--- config.mk ---
export PLATFORM = sky130hd
export DESIGN_NAME = ffpa_ring
export DESIGN_NICKNAME = d
export VERILOG_FILES = /design/src/rtl/ffpa_cell.sv /design/src/rtl/ffpa_ring.sv
export SDC_FILE = /design/constraint.sdc
export NUM_CORES = 1
export LEC_CHECK = 0
export BUFFER_PORTS_ARGS = -buffer_cell sky130_fd_sc_hd__buf_2
export CORE_UTILIZATION = 50
export DETAILED_ROUTE_END_ITERATION = 12
export PLACE_DENSITY_LB_ADDON = 0.1
export SLEW_MARGIN = 0
export SYNTH_ARGS = -nofsm -noshare
export SYNTH_HDL_FRONTEND = slang
export SYNTH_HIERARCHICAL = 1
export SYNTH_SLANG_ARGS = --single-unit
--- constraint.sdc ---
create_clock -name clk -period 2.3 [get_ports clk]
set_clock_uncertainty 0.2 [all_clocks]
set_input_delay 0.46 -clock clk [delete_from_list [all_inputs] [get_ports clk]]
set_output_delay 0.46 -clock clk [all_outputs]
set_load 0.02 [all_outputs]
--- src/rtl/ffpa_cell.sv ---
`timescale 1ns / 1ps
`default_nettype none
// one granule: hold its busy flag, take the neighbour's flag on shift
module ffpa_cell (
	input  wire logic clk,
	input  wire logic arst_n,
	input  wire logic shift,
	input  wire logic d,
	output logic      q
);
	logic busy_q;

	always_ff @(posedge clk or negedge arst_n) begin
		if (!arst_n) begin
			busy_q <= 1'b0;
		end else if (shift) begin
			busy_q <= d;
		end
	end

	assign q = busy_q;
endmodule
`default_nettype wire

--- src/rtl/ffpa_ring.sv ---
`timescale 1ns / 1ps
`default_nettype none
// ring of granule cells; the head is granule k after k shifts
module ffpa_ring #(
	parameter int NGRAN = 512
) (
	input  wire logic clk,
	input  wire logic arst_n,
	input  wire logic shift,
	input  wire logic upd,
	input  wire logic set_val,
	output logic      head
);
	logic [NGRAN-1:0] q;
	logic             tail_d;

	// rewrite the head flag as it wraps round to the tail
	assign tail_d = upd ? set_val : q[0];
	assign head   = q[0];

	for (genvar i = 0; i < NGRAN; i++) begin : g_cell
		logic d;
		if (i == NGRAN - 1) begin : g_tail
			assign d = tail_d;
		end else begin : g_mid
			assign d = q[i+1];
		end
		ffpa_cell u_cell (
			.clk    (clk),
			.arst_n (arst_n),
			.shift  (shift),
			.d      (d),
			.q      (q[i])
		);
	end
endmodule
`default_nettype wire

==> out/metrics.cfg <==
[sta]
rsz0062_at_grt=false
fmax_mhz=559.7
min_period_ns=1.787
period_share=0.7768
timing.slew.headroom=0.7385
finalHoldViolations=0
worst-slew-pin-transition_ns=0.3922
setup_viol=0
setup-tns-final_ns=0
drv_slew=0

[setup_path]
slowest_delay_ns=0.40
crit_type=reg2out
critical_path_peak_fanout=3
worst_setup_path_start_kind=flop
critical_path_required_ns=1.64
crit_path_arrival_time_ns=1.13
critPathSlowestCell=sky130_fd_sc_hd__dfrtp_1
worstPathCellList=buf_2
worst-path-buf-inv=1
critical_path.endpoint_type=output pin
dominant_delay_contributor_by_cell_family_on_the_critical_path=flip-flops

[synth]
yosysUniqueCellTypes=2
synthesized_cell_area_um2=20510
dominant_cell_type_by_area_after_synthesis=sky130_fd_sc_hd__dfrtp_1
yosys_register_bits=512
postSynthAreaPerCell_um2=20.01
netlist_top_cells_area=sky130_fd_sc_hd__dfrtp_1, sky130_fd_sc_hd__mux2_4
synth_largest_type_area_fraction=0.6245
syn-num-nets=1030
ys_warn_count=6
synth-seq-area-share=0.6245
synthesis.instances=1025

[clock_tree]
cts.clk_slew.worst_paths_ns=0.06
cts_tree=built
post_cts.resized_instances=0
clock-sinks=512
ctsLongestPathBuffers=3
post_cts_repair_setup_buffers=0
cts_buffers=52
h-tree-depth=2
clkLatencyLatePin_ns=0.57
cts_root_buf=sky130_fd_sc_hd__clkbuf_16

[finish]
finalCoreUtilization=0.5986
max_ffs_per_register=512
nNetsFinal=1158
final-seq-area_um2=12810
layout-drive-gt1-share=0.5646
num-fill-cells=2893
multi_input_area_um2=7702
stdcell_count=1717
synthToLayoutAreaGrowth_pct=17.00
num_antenna_cells=0

[drt]
drt_pass1_iterations=4
detailroute.via_count=8567
routed_via_density=4.990
route.met3.wl_um=798
route.top_layer_used=met4
m1WireLength_mm=14.56
drc_violation_total_after_the_first_tritonroute_iteration=348
drt-wirelength-per-cell_um=16.10
routed-wl-met2_mm=11.58
ant_nets=0
drc_errors=0
drt_wl_total_mm=27.64

[floorplan]
die_width_um=204.6
io_pins=6
fp-row-count=73
core_region_area_um2=40100
floorplan.initialDensity=0.5116
die_height_um=204.6
die_area_um2=41840

[pwr]
p_leak_nw=12.57
powerDensity_nw_per_um2=815.7
power.ir.vdd_worst_mv=0.5281

[global_route]
largest_net_degree_at_the_start_of_global_routing=77
wire_length_of_the_first_global_routing_pass_mm=49.09
grt_pass1_vias=9510
global_route.overflow_total=0
globalRouteTotalUtil=0.1421
antenna_found_initial=0

[placed_design]
dpl.hpwl_mm=15.11
place.detailed.instances=1623
io_buffers=5
finalWeightedCongestion=0.6545

[job]
cap_viol_max_count=0

[min_path]
hold_path.class=in2reg

[status]
status=complete, no violations

layout make-up:
class / count / share of cell area
flip-flops and latches: 512 / 0.5338
multi-input cells: 513 / 0.3209
clock buffers: 72 / 0.06365
repair buffers: 74 / 0.03816
well taps: 525 / 0.02737
clock inverters: 21 / 0.01611
cells in the mapped netlist, drive strengths merged:
cell,n
mux2,513
dfrtp,512
path summary, 6_finish.rpt:
check | startpoint | endpoint | slack, ns | depth (start not counted)
max | g_cell[0].u_cell/q$_DFFE_PN0P_ | head | 0.51 | 1
min | set_val | g_cell[511].u_cell/q$_DFFE_PN0P_ | 0.06 | 3
min in group asynchronous | arst_n | g_cell[308].u_cell/q$_DFFE_PN0P_ | 0.16 | 2
max reg2reg | g_cell[0].u_cell/q$_DFFE_PN0P_ | g_cell[511].u_cell/q$_DFFE_PN0P_ | 1.06 | 2
min reg2reg | g_cell[247].u_cell/q$_DFFE_PN0P_ | g_cell[246].u_cell/q$_DFFE_PN0P_ | 0.29 | 1
max in group asynchronous | arst_n | g_cell[494].u_cell/q$_DFFE_PN0P_ | 0.96 | 4
placed cells by master (no fill, tap or decap), types with 2 or more instances in the layout:
cell,count
sky130_fd_sc_hd__buf_12,28
sky130_fd_sc_hd__buf_2,3
sky130_fd_sc_hd__buf_4,40
sky130_fd_sc_hd__buf_8,2
sky130_fd_sc_hd__bufinv_16,11
sky130_fd_sc_hd__clkbuf_1,6
sky130_fd_sc_hd__clkbuf_16,53
sky130_fd_sc_hd__clkbuf_8,13
sky130_fd_sc_hd__clkinv_2,8
sky130_fd_sc_hd__dfrtp_1,512
sky130_fd_sc_hd__mux2_4,513
cell families (layout without fill, tap and decap cells):
group | count (synthesis) | count (layout) | synth area share
buffers and inverters | 0 | 167 | 0
muxes | 513 | 513 | 0.3755
DFF | 512 | 512 | 0.6245
layer usage:
metal / track usage / vias up
li1: - / 3944
met1: 0.2208 / 4506
met2: 0.1935 / 69
met3: 0.02816 / 48
met4: 0.05624 / 0
met5: 0 / -
what timing repair did:
item | in CTS | in global routing
setup endpoints to repair | 0 | 0
hold endpoints to repair | 360 | 0
hold buffers | 1 | 0
power breakdown:
group | leakage [nW] | total, mW | internal, mW | switching, mW
registers | 7.13 | 9.29 | 9.19 | 0.102
logic | 4.49 | 1.03 | 0.541 | 0.491
clock network | 0.945 | 9.25 | 5.85 | 3.40
total | 12.6 | 19.6 | 15.6 | 4.00
metrics by stage:
| stage | hold slack [ns] | setup WS, ns | cell area [um2] | power, mW |
|---|---|---|---|---|
| 6_report | 0.05962 | 0.5134 | 24000 | 19.58 |
| 5_1_grt | 0.04814 | 0.4460 | 24000 | 20.37 |
| 4_1_cts | 0.01482 | 0.4630 | 24000 | 19.93 |
| 3_5_place_dp | 0.1708 | 0.4398 | 22080 | 10.51 |
| 3_3_place_gp | 0.1708 | 0.4528 | 22080 | 10.49 |
| 2_1_floorplan | -0.03559 | 0.9988 | 20510 | 9.864 |
No activity file was read; power rests on OpenSTA's default activity.
